<file path="src/hw/rtl/cos_pkg.sv">
// Shared types and constants for the cosine similarity block.
// Used by cos_ctrl, cos_dp and the cosine_similarity top level.
package cos_pkg;

  localparam int MAX_ELEMENTS_DEF = 16384;
  localparam int SAMPLE_BITS_DEF  = 16;

  localparam int NORM_W  = 62;
  localparam int ROOT_W  = 31;
  localparam int PROD_W  = 2 * ROOT_W;
  localparam int REM_W   = 64;
  localparam int Q_W     = 17;
  localparam int CNT_W   = 7;
  localparam int K_W     = 5;
  localparam int PRE_W   = 2;

  localparam int DIV_BASE_STEPS = 15;
  localparam int PRE_STEPS      = 3;

  localparam logic [Q_W-1:0] Q_SAT   = 17'h10000;
  localparam logic [Q_W-1:0] Q_POS   = 17'd32767;
  localparam logic [Q_W-1:0] Q_NEG   = 17'd32768;
  localparam logic [15:0]    SIM_MAX = 16'h7fff;
  localparam logic [15:0]    SIM_MIN = 16'h8000;

  typedef enum logic [3:0] {
    ST_ACC,
    ST_DRAIN,
    ST_TEST,
    ST_NORM,
    ST_SQRT,
    ST_MUL,
    ST_DIV_INIT,
    ST_DIV_PRE,
    ST_DIV,
    ST_EMIT
  } state_t;

  typedef struct packed {
    logic test;
    logic norm_load;
    logic norm_second;
    logic norm_shift;
    logic sqrt_init;
    logic sqrt_step;
    logic sel;
    logic mul;
    logic div_init;
    logic div_pre;
    logic div_step;
    logic emit;
  } cmd_t;

  typedef struct packed {
    logic energy_zero;
    logic norm_done;
    logic sqrt_last;
    logic div_last;
    logic out_free;
  } status_t;

endpackage

</file>
<file path="src/hw/rtl/cos_ctrl.sv">
// Sequencer for the cosine similarity block: accumulate, then root, multiply, divide (skipped for zero energy).
// Depends on cos_pkg; drives cos_dp through cos_pkg::cmd_t.
module cos_ctrl (
  input  logic              clk,
  input  logic              rst_n,
  input  logic              in_take,
  input  logic              in_last,
  input  cos_pkg::status_t  status,
  output cos_pkg::cmd_t     cmd,
  output logic              in_stall
);

  cos_pkg::state_t            state_r, state_nxt;
  logic                       sel_r, sel_nxt;
  logic [cos_pkg::PRE_W-1:0]  pre_cnt_r, pre_cnt_nxt;

  always_ff @(posedge clk) begin
    if (!rst_n) begin
      state_r   <= cos_pkg::ST_ACC;
      sel_r     <= 1'b0;
      pre_cnt_r <= '0;
    end else begin
      state_r   <= state_nxt;
      sel_r     <= sel_nxt;
      pre_cnt_r <= pre_cnt_nxt;
    end
  end

  always_comb begin
    state_nxt   = state_r;
    sel_nxt     = sel_r;
    pre_cnt_nxt = pre_cnt_r;
    case (state_r)
      cos_pkg::ST_ACC: begin
        if (in_take && in_last) state_nxt = cos_pkg::ST_DRAIN;
      end
      cos_pkg::ST_DRAIN: state_nxt = cos_pkg::ST_TEST;
      cos_pkg::ST_TEST: begin
        sel_nxt   = 1'b0;
        state_nxt = status.energy_zero ? cos_pkg::ST_EMIT : cos_pkg::ST_NORM;
      end
      cos_pkg::ST_NORM: begin
        if (status.norm_done) state_nxt = cos_pkg::ST_SQRT;
      end
      cos_pkg::ST_SQRT: begin
        if (status.sqrt_last) begin
          if (!sel_r) begin
            sel_nxt   = 1'b1;
            state_nxt = cos_pkg::ST_NORM;
          end else begin
            state_nxt = cos_pkg::ST_MUL;
          end
        end
      end
      cos_pkg::ST_MUL: state_nxt = cos_pkg::ST_DIV_INIT;
      cos_pkg::ST_DIV_INIT: begin
        pre_cnt_nxt = '0;
        state_nxt   = cos_pkg::ST_DIV_PRE;
      end
      cos_pkg::ST_DIV_PRE: begin
        pre_cnt_nxt = pre_cnt_r + 1'b1;
        if (pre_cnt_r == cos_pkg::PRE_W'(cos_pkg::PRE_STEPS - 1)) state_nxt = cos_pkg::ST_DIV;
      end
      cos_pkg::ST_DIV: begin
        if (status.div_last) state_nxt = cos_pkg::ST_EMIT;
      end
      cos_pkg::ST_EMIT: begin
        if (status.out_free) state_nxt = cos_pkg::ST_ACC;
      end
      default: state_nxt = cos_pkg::ST_ACC;
    endcase
  end

  always_comb begin
    cmd      = '0;
    cmd.sel  = sel_r;
    in_stall = 1'b1;
    case (state_r)
      cos_pkg::ST_ACC: in_stall = 1'b0;
      cos_pkg::ST_DRAIN: ;
      cos_pkg::ST_TEST: begin
        cmd.test      = 1'b1;
        cmd.norm_load = !status.energy_zero;
      end
      cos_pkg::ST_NORM: begin
        cmd.norm_shift = !status.norm_done;
        cmd.sqrt_init  = status.norm_done;
      end
      cos_pkg::ST_SQRT: begin
        cmd.sqrt_step = 1'b1;
        if (status.sqrt_last && !sel_r) begin
          cmd.norm_load   = 1'b1;
          cmd.norm_second = 1'b1;
        end
      end
      cos_pkg::ST_MUL:      cmd.mul      = 1'b1;
      cos_pkg::ST_DIV_INIT: cmd.div_init = 1'b1;
      cos_pkg::ST_DIV_PRE:  cmd.div_pre  = 1'b1;
      cos_pkg::ST_DIV:      cmd.div_step = 1'b1;
      cos_pkg::ST_EMIT:     cmd.emit     = status.out_free;
      default: ;
    endcase
  end

endmodule

</file>
<file path="config.mk">
export PLATFORM = sky130hd
export DESIGN_NAME = cos_ctrl
export DESIGN_NICKNAME = d
export VERILOG_FILES = /design/src/hw/rtl/cos_pkg.sv /design/src/hw/rtl/cos_ctrl.sv
export SDC_FILE = /design/constraint.sdc
export NUM_CORES = 1
export LEC_CHECK = 0
export BUFFER_PORTS_ARGS = -buffer_cell sky130_fd_sc_hd__buf_2
export CAP_MARGIN = 10
export CORE_MARGIN = 5
export CORE_UTILIZATION = 30
export CTS_CLUSTER_SIZE = 40
export DETAILED_ROUTE_END_ITERATION = 10
export HOLD_SLACK_MARGIN = 0.06
export PLACE_DENSITY = 0.63
export SLEW_MARGIN = 20
export SYNTH_ARGS = -nofsm -noshare
export SYNTH_HDL_FRONTEND = slang
export SYNTH_SLANG_ARGS = --single-unit
</file>
<file path="constraint.sdc">
create_clock -name clk -period 3.95 [get_ports clk]
set_input_delay 0.79 -clock clk [delete_from_list [all_inputs] [get_ports clk]]
set_output_delay 0.79 -clock clk [all_outputs]
set_load 0.01 [all_outputs]
</file>
==> Word-level counts from Yosys, hierarchy flattened <==
Cells that the tools add are included.
W data, S select, Z words.
{ "classes": {"n_mux": 24, "eq_ne": 16, "addsub": 1, "reduce_logical": 10} }
{ "op_table": {"columns": ["operator", "count"], "rows": [
  ["$pmux W4 S10", 1],
  ["$mux W4", 7],
  ["$eq A4 B3 Y1 const B", 4],
  ["$ne A2 B2 Y1 const B", 6],
  ["$mux W1", 10],
  ["$eq A4 B2 Y1 const B", 2],
  ["$eq A4 B4 Y1 const B", 2],
  ["$reduce_and A6 Y1", 1],
  ["$eq A4 B1 Y1 const B", 1],
  ["$logic_not A4 Y1", 1],
  ["$mux W2", 2],
  ["$pmux W1 S2", 2],
  ["$pmux W2 S2", 1],
  ["$reduce_bool A2 Y1", 2],
  ["$logic_not A1 Y1", 3],
  ["$mux W3", 1],
  ["$add A2 B1 Y2 const B", 1],
  ["$eq A2 B2 Y1 const B", 1],
  ["$logic_and A1 B1 Y1", 2],
  ["$reduce_and A2 Y1", 1]
]} }
{ "totals": {"register_bits": 7, "input_bits": 9, "out_inout_bits": 13} }

==> Logic depth before layout (Yosys ltp) <==
{ "logic_depth": {"depth_word": 4, "depth_mapped": 6} }

==> Least setup slack after synthesis <==
No wires, ideal clock.
{ "synth_path": {"path_kind": "register -> output", "startpoint": "register state_r[2]", "endpoint": "output cmd[10] in the netlist's numbering", "arrival_time_ns": 1.341, "t_required_ns": 3.160, "setup_slack_ns": 1.819, "path_stages_with_launch": 6, "cell_sequence": "dfxtp_1 -> buf_6 -> or2b_2 -> nor3_1 -> and3b_1 -> o21bai_1"} }
{ "synth_lines": {"columns": ["element", "line", "rtl"], "rows": [
  ["from (decl)", "cos_ctrl.sv:13", "cos_pkg::state_t state_r, state_nxt;"],
  ["from (signal assigned)", "cos_ctrl.sv:19", "state_r <= cos_pkg::ST_ACC;"],
  ["from (signal assigned)", "cos_ctrl.sv:23", "state_r <= state_nxt;"],
  ["to (decl)", "cos_ctrl.sv:9", "output cos_pkg::cmd_t cmd,"]
]} }

==> metrics <==
outcome finished clean; core area 0.001962 mm²; Yosys warnings 0; vias per inst 4.975; min-delay src pre_cnt_r[1]; number of buffers added on ports 21; Switching Fraction 0.4210; setup violators final 0; Max Fclk roughly 0.4 GHz; GRT Overall Usage 0.09832; Final #Nets 104; final core occ 0.3750; Critical Path AT 1.74 ns; Tmin final 2.533 ns; DP Worst Slack 1.711 ns; CP delay by family, top simple AND/OR/NAND/NOR gates; max_cap viols 0; Root Buffer clkbuf_4; Cells after Synth between 70 and 80; vias about 600; Slew Limit Fails 0; top_reg_cell synth dfxtp_1; max incr delay on CP 0.46 ns; Crit-path slowest cell dfxtp_1; Fin. Hold Viols 0; VDD IR-drop max 0.0002566 V; CP startpoint kind flop; leakage 0.3089 nW; # DRC 0; WL met2 around 630 µm; Die Y about 55 µm; gpl congestion 0.8057; Initial Utilization 0.3151; WL met1 627 µm; largest net degree at the start of global routing 22; design area 735.7 µm²; Switch Pwr 166.0 µW; mapped cell area 618.1 µm²; met3 WL ~120 µm; combinational share of power 0.500; Setup CP Type reg -> out; Avg WL per Cell 11.92 µm; Slew headroom 0.6098; Final HPWL DP 1.088 mm; die width 55.39 µm; clock sink count 7; Synth Register Bits 7; Worst Hold End pre_cnt_r[1]; Clk pwr share 0.170; synth unique cells 39; CTS H-tree depth 1; vias in the first global route 534; dpl cell area 709.4 µm²; share of cells above drive strength 1 0.3763; WP data required between 3 and 4 ns; total grt overflow 0; CP Launch Point state_r[2]; total power roughly 390 µW; Routed Antenna Nets 0; r2r startpoint state_r[1]; antenna violations before repair 0; Post-Route Setup TNS 0 ns; Internal around 230 µW; final wirelength 1.430 mm; clk buf depth 2; post-CTS setup buffers 0; worst hold stages 2; power density over the cells between 500 and 600 mW/mm²; FP Rows 16; worst min-delay path class reg -> reg; EDFF count, synth 0; post-placement cell count about 120; reg2reg setup slack 2.06 ns; R2R cell count 4; CP endpoint kind output port; Num CTS Buffers 3; Reg clk slew, reported paths about 0.050 ns; Worst Skew 0.001360 ns; CP max FO 9; CP Cell Sequence or2b_2 > nor3_1 > and3b_1 > o21bai_1 > buf_2; syn nets 86; Hold Buf Count CTS 0; Slew @ Worst Pin 0.5845 ns; io pins 22; CTS tree built; ant diodes 0; drt first-iter violations 9; Area growth syn-to-layout 19.03%; CTS resizes 0; Detailed Routing Iterations Pass 1 4; post-synthesis sequential area ratio 0.2267; first-pass GRT wire length ~2.4 mm; Syn Area/Cell between 8 and 9 µm²; Post-synth ARST share 0; Final period util 0.6412; top routing layer used met4; Finished Layout Cells 120; Reg-to-Reg End state_r[2]; RSZ-0062 raised after global routing false; worst skew pair latency 0.26 ns; Worst Path Buf+Inv 1; Hold WS 0.4717 ns; Reg power frac 0.330; Die Footprint 0.003068 mm²; Final Worst Setup Slack 1.417 ns
[final cells by class]
type	count	area [µm²]
repair buffers	21	105.1
multi-input cells	58	419.2
fillers	228	1226
well taps	27	33.78
flip-flops and latches	7	140.1
clock buffers	4	26.28
inverters	3	11.26
[power groups by stage]
stage          clock network [mW]  logic (mW)  registers (mW)
2_1_floorplan                   0       0.192          0.0947
3_3_place_gp                    0       0.199           0.130
3_5_place_dp                    0       0.198           0.131
4_1_cts                    0.0706       0.201           0.129
5_1_grt                    0.0750       0.213           0.136
6_report                   0.0669       0.197           0.130
[cells in the mapped netlist (all sizes together) (2+ instances only)]
| cell type | instances | area [µm²] |
|---|---|---|
| nand2b | 4 | 25.02 |
| nor2 | 4 | 15.01 |
| or2 | 2 | 12.51 |
| nand2 | 6 | 25.03 |
| dfxtp | 7 | 140.1 |
| nor3 | 7 | 35.03 |
| inv | 3 | 11.26 |
| a21oi | 4 | 23.77 |
| nor2b | 5 | 31.28 |
| nand3b | 3 | 22.52 |
| mux2 | 2 | 22.52 |
| or3 | 2 | 17.52 |
| buf | 7 | 43.79 |
[worst min-delay path, cell delays in order, from the launching register on]
cell      delay [ns]
dfxtp_1         0.31
nand2_1         0.05
a21boi_0        0.07
[registers in the layout, summed over array words and instances, names as in the netlist]
signal,count
state_r,4
sel_r,1
pre_cnt_r,2
[cell families (layout without fill, tap and decap cells)]
kind of cell | after synthesis | after routing | synth area share
AO/OA/AOI/OAI | 13 | 13 | 0.1964
XOR/XNOR | 1 | 1 | 0.01417
adder cells (fa/ha/maj) | 1 | 1 | 0.02024
buffers and inverters | 11 | 28 | 0.09513
flip-flops | 7 | 7 | 0.2267
multiplexers | 3 | 3 | 0.05263
AND/OR/NAND/NOR | 40 | 40 | 0.3947
[how the worst max path moves through the flow]
stage / to / depth (start not counted)
after floorplan: cmd[10] / 5
after global placement: cmd[10] / 5
after detailed placement: cmd[10] / 5
after CTS: cmd[10] / 5
after global routing: cmd[10] / 5
final: cmd[10] / 5
[placed cells by master, fill, tap and decap left out, types with 2 or more instances in the layout]
cell / Yosys / layout
nand2_1: 5 / 5
a21oi_1: 3 / 3
mux2_2: 2 / 2
nor2_1: 4 / 4
clkbuf_4: 0 / 3
nor2b_1: 5 / 5
inv_1: 3 / 3
buf_2: 2 / 21
nand2b_1: 4 / 4
nor3_1: 7 / 7
dfxtp_1: 7 / 7
nand3b_1: 3 / 3
or2_2: 2 / 2
[routing by layer]
| layer | global-route usage | up-vias |
|---|---|---|
| met4 | 0.06597 | 0 |
| met1 | 0.1125 | 273 |
| met2 | 0.1402 | 19 |
| li1 | - | 301 |
| met5 | 0 | - |
| met3 | 0.05128 | 4 |
Power figures use the tool's default switching activity.
